## src/rtl/core/obbct_pkg.sv

```systemverilog
// Package for the oriented-box overlap and contact tracker.
// Shared constants, event codes and the dot-magnitude helper; no dependencies.
package obbct_pkg;

  localparam int DefPairSlots = 1024;
  localparam int SlotW        = 10;
  localparam int ValW         = 32;

  localparam logic [1:0] EV_NONE  = 2'd0;
  localparam logic [1:0] EV_ENTER = 2'd1;
  localparam logic [1:0] EV_STAY  = 2'd2;
  localparam logic [1:0] EV_EXIT  = 2'd3;

  // Result of the overlap test, handed from the test unit to the tracker.
  typedef struct packed {
    logic             overlap;
    logic [SlotW-1:0] slot;
  } ovl_req_t;

  // Saturated magnitude of the sum of two signed 64-bit products.
  function automatic logic [63:0] sum_mag(input logic signed [63:0] m1,
                                          input logic signed [63:0] m2);
    logic signed [64:0] s;
    logic [64:0]        a;
    begin
      s = {m1[63], m1} + {m2[63], m2};
      a = s[64] ? 65'(-s) : 65'(s);
      sum_mag = (a > 65'h0_7FFF_FFFF_FFFF_FFFF) ? 64'h7FFF_FFFF_FFFF_FFFF : a[63:0];
    end
  endfunction

endpackage

```

## src/rtl/core/obbct_tracker.sv

```systemverilog
// Per-slot touching-bit store with clearing pass and read-modify-write.
// Depends on obbct_pkg.
module obbct_tracker
  import obbct_pkg::*;
#(
  parameter int PAIR_SLOTS = DefPairSlots
) (
  input  logic       clk,
  input  logic       rst_n,
  input  logic       req_valid,
  input  ovl_req_t   req,
  output logic       clearing,
  output logic       done,
  output logic [1:0] event_code
);

  localparam int AW = (PAIR_SLOTS > 1) ? $clog2(PAIR_SLOTS) : 1;

  logic          mem [PAIR_SLOTS];
  logic [AW:0]   clr_r;
  logic          rd_r;
  logic          rd_bit_r;
  logic          ovl_r, inr_r;
  logic [AW-1:0] addr_r;
  logic          in_range;

  assign clearing = (clr_r != (AW+1)'(PAIR_SLOTS));
  assign in_range = ({{(32-SlotW){1'b0}}, req.slot} < 32'(PAIR_SLOTS));
  assign done = rd_r;

  always_comb begin
    event_code = EV_NONE;
    if (inr_r) begin
      if (ovl_r) event_code = rd_bit_r ? EV_STAY : EV_ENTER;
      else if (rd_bit_r) event_code = EV_EXIT;
    end
  end

  always_ff @(posedge clk) begin
    if (!rst_n) begin
      clr_r <= '0;
      rd_r  <= 1'b0;
    end else begin
      rd_r <= req_valid && !clearing;
      if (clearing) clr_r <= clr_r + (AW+1)'(1);
    end
  end

  // Read stage, then write-back of the new bit.
  always_ff @(posedge clk) begin
    if (clearing) begin
      mem[clr_r[AW-1:0]] <= 1'b0;
    end else if (rd_r && inr_r) begin
      mem[addr_r] <= ovl_r;
    end
    if (req_valid) begin
      rd_bit_r <= mem[AW'(req.slot)];
      addr_r   <= AW'(req.slot);
      ovl_r    <= req.overlap;
      inr_r    <= in_range;
    end
  end

endmodule
```

## config.mk

```make
export PLATFORM = sky130hd
export DESIGN_NAME = obbct_tracker
export DESIGN_NICKNAME = d
export VERILOG_FILES = /design/src/rtl/core/obbct_pkg.sv /design/src/rtl/core/obbct_tracker.sv
export SDC_FILE = /design/constraint.sdc
export NUM_CORES = 1
export LEC_CHECK = 0
export BUFFER_PORTS_ARGS = -buffer_cell sky130_fd_sc_hd__clkbuf_2
export CORE_MARGIN = 4
export CORE_UTILIZATION = 25
export DETAILED_ROUTE_END_ITERATION = 8
export GPL_ROUTABILITY_DRIVEN = 0
export PLACE_DENSITY = 0.42
export SLEW_MARGIN = 20
export SYNTH_ARGS = -nofsm -noshare
export SYNTH_HDL_FRONTEND = slang
export SYNTH_SLANG_ARGS = --single-unit
```

## constraint.sdc

```tcl
create_clock -name clk -period 20.4 [get_ports clk]
set_input_delay 3.06 -clock clk [delete_from_list [all_inputs] [get_ports clk]]
set_output_delay 3.06 -clock clk [all_outputs]
set_load 0.05 [all_outputs]
```

==> impl_metrics.yaml, run 1 <==
floorplan:
  floorplan.core_area_um2: 181000
  dieArea_um2: 189000
  core.rowCount: 156
  die_width_um: 435
  fp.dieH_um: 435
  io_pins: 18
  initial_utilization_pct: 25.2
drt:
  drc_violations: 0
  drt_first_iter_violations: 2845
  via_count: 27100
  detail_route.vias_per_cell: 4.85
  detailedRoute.firstPassIterationCount: 7
  antenna_violating_nets_post_route: 0
  wl_um: 147000
  drt-wirelength-per-cell_um: 26.3
critical_path:
  r2r.worst_path.cells: 9
  timing.critical_path.from_type: "primary input"
  cp.depth: 11
  worst-endpoint-required_ns: 20.86
  cp_top_family: "buffers and inverters"
  crit_buf_inv: 3
  setup.worst_path.class: "in2reg"
  critical-path-max-stage-delay_ns: 0.91
  timing.critical_path.to_type: "register"
  worst-path-max-fanout: 61
  worst_path_max_delay_cell: "sky130_fd_sc_hd__buf_4"
  rrSetupSlack_ns: 15.21
  ordered_list_of_cells_on_the_worst_path: "buf_8 > buf_4 > buf_4 > mux4_2 > mux2i_1 > nor2_1 > or3_1 > nor4_1 > a211oi_1 > nor4_1 > o2111ai_1"
  worst-endpoint-arrival_ns: 7.97
worst_hold_path:
  min_path_type: "reg2reg"
  worst_hold_path.num_cells: 2
placed_design:
  buffer_ports.inserted: 17
  dp_hpwl_um: 78900
  post_placement_cell_count: 5365
cts:
  clock-sinks: 1048
  cts_repair_resize_count: 0
  tritoncts.num_buffers: 116
  clockBufferDepth: 3
  clock_tree.htree_level_count: 3
  worst_skew_pair.late_latency_ns: 0.74
  cts.repair_timing.setup_buffer_count: 0
  clockRootBuffer: "sky130_fd_sc_hd__clkbuf_16"
  cts_hold_repair.buffers: 0
  worst_setup_hold_path_clk_slew_ns: 0.06
  cts_tree: "done"
synthesis:
  synth_seq_cells: 1048
  synthesis.nets: 3209
  post-synth-top-count-cell: "sky130_fd_sc_hd__nor2_1"
  syn_avg_cell_area_um2: 14.3
  proportion_of_register_bits_with_asynchronous_set_or_reset_after_synthesis_pct: 0
  synth_seq_area_share_pct: 68.9
  ys_types: 64
  syn_area_um2: 45500
  post_synth_main_area_contributors: "sky130_fd_sc_hd__edfxtp_1 68%, sky130_fd_sc_hd__mux4_2 11%, sky130_fd_sc_hd__nor2_1 8.7%"
  yosysWarningCount: 0
  syn_inst: 3193
  synth_largest_type_area_fraction_pct: 68.3
  ys_top_cells_by_count: "1,050 x sky130_fd_sc_hd__nor2_1, 1,036 x sky130_fd_sc_hd__edfxtp_1, 215 x sky130_fd_sc_hd__mux4_2, 131 x sky130_fd_sc_hd__clkbuf_1, 115 x sky130_fd_sc_hd__nand2_1"
  yosys.area.top_type: "sky130_fd_sc_hd__edfxtp_1"
  edff_count_synth: 1036
  synth_ff_type: "sky130_fd_sc_hd__edfxtp_1"
final_layout:
  layout-drive-gt1-share_pct: 17.0
  n_fill_cell: 18200
  antenna_cells: 0
  final-instance-count-excl-fill: 5583
  final_core_utilization_pct: 28.6
  area_of_the_multi_input_gates_um2: 12800
  num-nets-final: 3129
  register_area_um2: 31400
  area_added_between_synthesis_and_finish_pct: 13.5
sta:
  final.setup.tns_ns: 0
  fraction_of_the_cycle_the_final_worst_path_needs_pct: 36.8
  achievable-frequency_mhz: 133
  actual_slew_at_the_worst_max_slew_pin_ns: 1.14
  rsz0062_at_grt: "false"
  fin_crit_ns: 7.51
  setup-violations-final: 0
  clock_skew_ns: 0.0405
  timing.max_slew.rel_slack_pct: 24.0
  hold_violations: 0
  maxSlewViolCount: 0
global_route:
  grt_first_pass_wirelength_um: 209000
  grt_pass1_vias: 27300
  grt_antenna_before_repair: 6
  grt_start_max_net_pins: 241
  grt_overflow_total: 0
  grtUsageTotal_pct: 15.2
status:
  run_status: "finished clean"
power_and_ir_drop:
  power_leakage_nw: 17.6
  peak_supply_drop_mv: 0.0820
  power_density_nw_per_um2: 88.7
  post-layout-total-power_w: 0.00458
job:
  max_cap_viol_count: 0
flip-flops by register name, indices dropped and copies added (netlist names):
signal	cells
addr_r	10
clr_r	11
done	1
mem	1024
ovl_r	1
rd_bit_r	1
report_power, final:
group | switching [W] | internal (W)
Sequential | 0.00000341 | 0.00233
Combinational | 0.000110 | 0.0000395
Clock | 0.000887 | 0.00121
Total | 0.00100 | 0.00358
final timing paths:
kind,endpoint,startpoint
setup / recovery,rd_bit_r,req[1]
setup reg to reg,mem[744],clr_r[0]
hold / removal,clr_r[10],clr_r[10]
hold reg to reg,clr_r[10],clr_r[10]
layer usage:
layer,vias up,track usage (%),share of wire (%)
li1,11600,-,-
met1,14600,20.9,44
met2,704,25.6,49
met3,171,2.32,4.6
met4,0,3.31,2.1
met5,-,0,0
tightest hold or removal path, cell delays in order (launching register included):
cell	delay, ns
sky130_fd_sc_hd__dfxtp_1	0.31
sky130_fd_sc_hd__o21ai_0	0.06
sky130_fd_sc_hd__a21boi_0	0.07
stage by stage:
stage                     instance area (um^2)  hold WS (ns)  worst slack [ns]
after floorplan                          45500         0.460              2.85
after global placement                   47900         0.474             12.07
after detailed placement                 47900         0.483             12.05
after CTS                                51600         0.490             12.86
after global routing                     51700         0.527             12.57
final                                    51700         0.486             12.89
cells in the final DEF (no fill, tap or decap), types with 4 or more instances in the layout:
cell / n
sky130_fd_sc_hd__nor2_1: 1049
sky130_fd_sc_hd__edfxtp_1: 1036
sky130_fd_sc_hd__mux4_2: 215
sky130_fd_sc_hd__clkbuf_16: 120
sky130_fd_sc_hd__mux2i_1: 112
sky130_fd_sc_hd__buf_4: 79
sky130_fd_sc_hd__nand2_1: 63
sky130_fd_sc_hd__a21oi_1: 55
sky130_fd_sc_hd__nand2_2: 52
sky130_fd_sc_hd__o221ai_1: 48
sky130_fd_sc_hd__clkinv_1: 31
sky130_fd_sc_hd__o22ai_1: 30
sky130_fd_sc_hd__clkbuf_1: 26
sky130_fd_sc_hd__nor3_1: 24
sky130_fd_sc_hd__clkinv_2: 22
sky130_fd_sc_hd__o21ai_0: 19
sky130_fd_sc_hd__nand3_1: 18
sky130_fd_sc_hd__a22oi_1: 16
sky130_fd_sc_hd__clkbuf_2: 14
sky130_fd_sc_hd__nor2b_1: 12
sky130_fd_sc_hd__dfxtp_1: 12
sky130_fd_sc_hd__and2_1: 11
sky130_fd_sc_hd__bufinv_16: 11
sky130_fd_sc_hd__a211oi_1: 9
sky130_fd_sc_hd__nand4_1: 8
sky130_fd_sc_hd__inv_1: 7
sky130_fd_sc_hd__nor4_1: 7
sky130_fd_sc_hd__nand2b_1: 7
sky130_fd_sc_hd__or3_1: 6
sky130_fd_sc_hd__mux2_2: 5
sky130_fd_sc_hd__xnor2_1: 5
sky130_fd_sc_hd__a31oi_1: 4
sky130_fd_sc_hd__and3_1: 4
sky130_fd_sc_hd__a22o_1: 4
sky130_fd_sc_hd__clkinvlp_4: 4
final cells by class:
type	count	share of cell area, %
Clock buffer	146	6.00
Clock inverter	72	1.24
Inverter	10	0.0727
Multi-Input combinational cell	1839	24.8
Sequential cell	1048	60.7
Tap cell	2370	5.74
Timing Repair Buffer	98	1.41
kinds of logic (layout without fill, tap and decap cells):
| group | count (synthesis) | after routing | share of synthesized area (%) |
|---|---|---|---|
| xor+xnor | 8 | 8 | 0.154 |
| compound gates | 215 | 215 | 3.26 |
| mux | 332 | 332 | 13.2 |
| simple gates | 1282 | 1282 | 11.2 |
| fa+ha+maj | 2 | 2 | 0.0550 |
| buf+inv | 306 | 326 | 3.28 |
| flops | 1048 | 1048 | 68.9 |
No activity file was read; power rests on OpenSTA's default activity.
==> run 2: changes to the inputs <==
--- a/config.mk
+++ b/config.mk
@@ -10,7 +10,7 @@
 export CORE_UTILIZATION = 25
 export DETAILED_ROUTE_END_ITERATION = 8
 export GPL_ROUTABILITY_DRIVEN = 0
-export PLACE_DENSITY = 0.42
+export PLACE_DENSITY = 0.44
 export SLEW_MARGIN = 20
 export SYNTH_ARGS = -nofsm -noshare
 export SYNTH_HDL_FRONTEND = slang
==> constraint.sdc (replaced) <==
create_clock -name clk -period 6.3 [get_ports clk]
set_input_delay 0.945 -clock clk [delete_from_list [all_inputs] [get_ports clk]]
set_output_delay 0.945 -clock clk [all_outputs]
set_load 0.05 [all_outputs]
==> run 2 against run 1 <==
  * Via count rose by 0.17%
  * Clock power rose to 3.2 times the previous value
  * Power rose to 3.2 times the previous value
  * Cell count rose by 0.32%
  * Count of clock-buffer cells in the layout rose by 2
  * Final area rose by 0.49%
  * Critical path depth fell by 2
  * Clock skew rose by 0.015 ns
  * Utilization rose by 0.14 points
  * Largest cell class unchanged
==> impl_metrics.yaml, run 2 (synthesis gave the netlist of run 1 again) <==
critical_path:
  r2r-end: "mem[374]"
  setup.worst_path.class: "reg2reg"
  rrSetupSlack_ns: 2.19
  timing.critical_path.to_type: "register"
  worst-path-max-fanout: 17
  timing.critical_path.from_type: "register"
  worst_setup_path_startpoint: "clr_r[0]"
  critical-path-max-stage-delay_ns: 0.66
  ordered_list_of_cells_on_the_worst_path: "inv_1 > ha_1 > nor4bb_4 > and4_1 > a21oi_1 > nor3_1 > nand2_2 > buf_4 > nor2_1"
  worst-endpoint-arrival_ns: 4.53
  r2r.worst_path.cells: 9
  worst_path_max_delay_cell: "sky130_fd_sc_hd__nor3_1"
  reg2reg_from: "clr_r[0]"
  worst-endpoint-required_ns: 6.72
sta:
  achievable-frequency_mhz: 243
  setup-violations-final: 0
  actual_slew_at_the_worst_max_slew_pin_ns: 1.18
  hold_violations: 0
  fin_crit_ns: 4.11
  rsz0062_at_grt: "false"
  final.setup.tns_ns: 0
  clock_skew_ns: 0.0551
  timing.max_slew.rel_slack_pct: 20.9
  maxSlewViolCount: 0
  fraction_of_the_cycle_the_final_worst_path_needs_pct: 65.3
cts:
  clock-sinks: 1048
  clockBufferDepth: 3
  clockRootBuffer: "sky130_fd_sc_hd__clkbuf_16"
  cts_tree: "done"
  tritoncts.num_buffers: 120
  cts_hold_repair.buffers: 0
  clock_tree.htree_level_count: 3
  cts.repair_timing.setup_buffer_count: 0
  worst_skew_pair.late_latency_ns: 0.76
  worst_setup_hold_path_clk_slew_ns: 0.06
  cts_repair_resize_count: 0
drt:
  antenna_violating_nets_post_route: 0
  drt-wirelength-per-cell_um: 25.3
  wl_um: 142000
  drt_first_iter_violations: 2682
  detail_route.vias_per_cell: 4.84
  via_count: 27100
  drc_violations: 0
  detailedRoute.firstPassIterationCount: 7
global_route:
  grt_overflow_total: 0
  grt_start_max_net_pins: 219
  grt_pass1_vias: 27200
  grtUsageTotal_pct: 14.7
  grt_first_pass_wirelength_um: 204000
  grt_antenna_before_repair: 6
placed_design:
  dp_hpwl_um: 77300
  buffer_ports.inserted: 17
  post_placement_cell_count: 5379
final_layout:
  area_added_between_synthesis_and_finish_pct: 14.0
  num-nets-final: 3147
  layout.cells.most_common: "sky130_fd_sc_hd__nor2_1"
  layout-drive-gt1-share_pct: 17.3
  top_library_cells_by_usage_in_the_layout_fill_and_taps_aside: "1,049 x sky130_fd_sc_hd__nor2_1, 1,036 x sky130_fd_sc_hd__edfxtp_1, 215 x sky130_fd_sc_hd__mux4_2"
  number_of_flip_flops_under_the_largest_register_name: 1024
  final-instance-count-excl-fill: 5601
  largest-register: "mem"
  reg.largest.list: "mem (1024), clr_r (11), addr_r (10)"
floorplan:
  io_pins: 18
  fp.dieH_um: 435
  core.rowCount: 156
  die_width_um: 435
  floorplan.core_area_um2: 181000
  initial_utilization_pct: 25.2
  dieArea_um2: 189000
status:
  run_status: "finished clean"
power_and_ir_drop:
  peak_supply_drop_mv: 0.204
  power_leakage_nw: 17.7
  power_density_nw_per_um2: 285
worst_hold_path:
  hold_path.startpoint: "req[10]"
  hold_end: "ovl_r"
  min_path_type: "in2reg"
  worst_hold_path.num_cells: 1
job:
  max_cap_viol_count: 0
## run 2: cell types whose count changed in the layout (fill, tap and decap cells not counted), sizes merged, moves of 3 or more
cell | before | now
buf | 84 | 97
clkbuf | 160 | 163
clkinvlp | 4 | 7
bufinv | 11 | 7
diode | 0 | 3
## run 2: worst max path at each step
| stage | depth (start not counted) | slack (ns) | end |
|---|---|---|---|
| 2_1_floorplan | 5 | 0.09 | mem[0] |
| 3_3_place_gp | 8 | 1.53 | rd_bit_r |
| 3_5_place_dp | 10 | 1.50 | rd_bit_r |
| 4_1_cts | 9 | 1.96 | mem[263] |
| 5_1_grt | 9 | 1.93 | mem[830] |
| 6_report | 9 | 2.19 | mem[374] |
## run 2: worst max-delay path: cells and delay by family, from the launching register on
family,cells,cell delay [ns]
AO/OA/AOI/OAI,1,0.25
adder cells (fa/ha/maj),1,0.18
buffers and inverters,2,0.63
flip-flops,1,0.38
AND/OR/NAND/NOR,5,2.37
## run 2: area by class of cell
class | instances | area (um^2)
Fill cell | 18200 | 129000
Clock inverter | 71 | 608
Multi-Input combinational cell | 1839 | 12800
Timing Repair Buffer | 112 | 956
Sequential cell | 1048 | 31400
Clock buffer | 148 | 3150
Inverter | 10 | 37.5
Tap cell | 2370 | 2970
Antenna cell | 3 | 7.51
## run 2: where the power goes
part | internal [W] | switching (W) | total, W
clock network | 0.00382 | 0.00290 | 0.00672
registers | 0.00756 | 0.0000106 | 0.00757
logic | 0.000136 | 0.000348 | 0.000483
total | 0.0115 | 0.00326 | 0.0148
## run 2: layer usage
layer | vias up | global-route usage [%] | part of all wire (%)
met1 | 14600 | 20.1 | 45
met4 | 0 | 3.93 | 2.1
met5 | - | 0 | 0
li1 | 11700 | - | -
met3 | 177 | 2.08 | 4.7
met2 | 706 | 24.4 | 49
## run 2: metrics by stage
stage | area [um^2] | worst slack (ns) | power [W] | hold WS [ns] | util (%)
floorplan | 45600 | 0.0888 | 0.00800 | 0.464 | -
global placement | 48100 | 1.53 | 0.00820 | 0.498 | 26.6
detailed placement | 48100 | 1.50 | 0.00820 | 0.509 | 26.6
CTS | 51900 | 1.96 | 0.0150 | 0.347 | 28.7
global route | 51900 | 1.93 | 0.0153 | 0.382 | 28.7
finish | 51900 | 2.19 | 0.0148 | 0.413 | 28.7
==> run 3: changes to the inputs <==
--- a/config.mk
+++ b/config.mk
@@ -10,7 +10,7 @@
 export CORE_UTILIZATION = 25
 export DETAILED_ROUTE_END_ITERATION = 8
 export GPL_ROUTABILITY_DRIVEN = 0
-export PLACE_DENSITY = 0.44
+export PLACE_DENSITY = 0.42
 export SLEW_MARGIN = 20
 export SYNTH_ARGS = -nofsm -noshare
 export SYNTH_HDL_FRONTEND = slang
==> constraint.sdc (replaced) <==
create_clock -name clk -period 3.9 [get_ports clk]
set_input_delay 0.585 -clock clk [delete_from_list [all_inputs] [get_ports clk]]
set_output_delay 0.585 -clock clk [all_outputs]
set_load 0.05 [all_outputs]
==> run 3 against run 2 <==
  * Cell count grew 1.9%
  * Critical path type unchanged
  * Largest cell class unchanged
  * Critical path depth is the same
  * Sequential power grew 61%
  * Fmax grew 18%
  * Flip-flop and latch count is the same
  * Register-to-register slack lost 1.8 ns
  * Critical endpoint is now mem[862]
  * Sequential share of layout area shrank 1.2 points
  * Utilization grew 0.59 points
  * Final area grew 2.0%
==> impl_metrics.yaml, run 3 (synthesis gave the netlist of run 1 again) <==
final_layout:
  antenna_cells: 0
  layout-drive-gt1-share_pct: 19.4
  area_added_between_synthesis_and_finish_pct: 16.4
  largest-register: "mem"
  num-nets-final: 3252
  layout.cells.most_common: "sky130_fd_sc_hd__nor2_1"
  number_of_flip_flops_under_the_largest_register_name: 1024
  top_library_cells_by_usage_in_the_layout_fill_and_taps_aside: "1,050 x sky130_fd_sc_hd__nor2_1, 1,036 x sky130_fd_sc_hd__edfxtp_1, 215 x sky130_fd_sc_hd__mux4_2"
  n_fill_cell: 18100
  reg.largest.list: "mem (1024), clr_r (11), addr_r (10)"
floorplan:
  fp.dieH_um: 435
  core.rowCount: 156
  io_pins: 18
  initial_utilization_pct: 25.2
  dieArea_um2: 189000
  floorplan.core_area_um2: 181000
  die_width_um: 435
global_route:
  grt_antenna_before_repair: 3
  grt_first_pass_wirelength_um: 214000
  grt_overflow_total: 0
  grt_start_max_net_pins: 142
  grt_pass1_vias: 27600
  grtUsageTotal_pct: 15.5
cts:
  worst_skew_pair.late_latency_ns: 0.76
  cts_tree: "done"
  worst_setup_hold_path_clk_slew_ns: 0.06
  clockBufferDepth: 3
  cts_hold_repair.buffers: 1
  cts.repair_timing.setup_buffer_count: 0
  clock_tree.htree_level_count: 3
  tritoncts.num_buffers: 119
  cts_repair_resize_count: 0
  clockRootBuffer: "sky130_fd_sc_hd__clkbuf_16"
  clock-sinks: 1048
drt:
  antenna_violating_nets_post_route: 0
  drt_first_iter_violations: 2870
  via_count: 27500
  wl_um: 150000
  drc_violations: 0
  drt-wirelength-per-cell_um: 26.4
  detail_route.vias_per_cell: 4.82
  detailedRoute.firstPassIterationCount: 6
sta:
  fin_crit_ns: 3.48
  final.setup.tns_ns: 0
  achievable-frequency_mhz: 287
  setup-violations-final: 0
  actual_slew_at_the_worst_max_slew_pin_ns: 0.964
  clock_skew_ns: 0.0483
  hold_ws_ns: 0.200
  maxSlewViolCount: 0
  timing.max_slew.rel_slack_pct: 35.8
  rsz0062_at_grt: "false"
  fraction_of_the_cycle_the_final_worst_path_needs_pct: 89.3
  hold_violations: 0
power_and_ir_drop:
  power_density_nw_per_um2: 451
  peak_supply_drop_mv: 0.340
  power_leakage_nw: 18.3
critical_path:
  ordered_list_of_cells_on_the_worst_path: "inv_4 > ha_4 > nor4bb_4 > and4_1 > a21oi_1 > nor2b_1 > nand2_1 > buf_4 > nor2_1"
  timing.critical_path.to_type: "register"
  cp_top_family: "simple AND/OR/NAND/NOR gates"
  r2r.worst_path.cells: 9
  worst_path_max_delay_cell: "sky130_fd_sc_hd__nor2b_1"
  worst-path-max-fanout: 32
  critical-path-max-stage-delay_ns: 0.76
  timing.critical_path.from_type: "register"
  cp.depth: 9
  setup.worst_path.class: "reg2reg"
  crit_buf_inv: 2
  worst-endpoint-arrival_ns: 3.90
  worst-endpoint-required_ns: 4.32
worst_hold_path:
  worst_hold_path.num_cells: 2
  min_path_type: "in2reg"
status:
  run_status: "finished clean"
placed_design:
  buffer_ports.inserted: 17
  dp_hpwl_um: 84500
job:
  max_cap_viol_count: 0
==> run 3: final timing paths <==
| kind | startpoint | to | slack (ns) |
|---|---|---|---|
| setup / recovery | clr_r[1] | mem[862] | 0.42 |
| hold / removal | rst_n | clr_r[1] | 0.20 |
| setup reg to reg | clr_r[1] | mem[862] | 0.42 |
| hold reg to reg | clr_r[10] | clr_r[10] | 0.51 |
==> run 3: layout make-up <==
type	instances	area (um^2)	area share, %
Sequential cell	1048	31400	59.2
Multi-Input combinational cell	1839	12800	24.2
Clock buffer	149	3090	5.83
Tap cell	2370	2970	5.60
Timing Repair Buffer	218	2080	3.93
Clock inverter	72	616	1.16
Inverter	10	42.5	0.0803
==> run 3: report_power, final <==
group | total (W) | switching [W] | internal [W] | leakage (nW)
registers | 0.0122 | 0.0000212 | 0.0122 | 12.1
clock network | 0.0108 | 0.00473 | 0.00607 | 1.79
logic | 0.000854 | 0.000582 | 0.000272 | 4.36
total | 0.0239 | 0.00533 | 0.0185 | 18.3
==> run 3: layer usage <==
metal / vias up / global-route usage (%) / wire length [um]
met5: - / 0 / 0
met4: 0 / 3.90 / 3700
met3: 183 / 2.15 / 6950
met2: 670 / 25.4 / 71800
met1: 14700 / 21.8 / 68000
li1: 11900 / - / -
==> run 3: through the flow <==
step	std cells	setup slack, ns	utilization, %	power (W)	area [um^2]
floorplan	3193	-2.21	-	0.0129	45600
global placement	5484	-0.190	27.2	0.0133	49300
detailed placement	5484	-0.106	27.2	0.0133	49300
CTS	5706	0.392	29.3	0.0242	53000
global route	5706	0.167	29.3	0.0246	53000
finish	5706	0.419	29.3	0.0239	53000
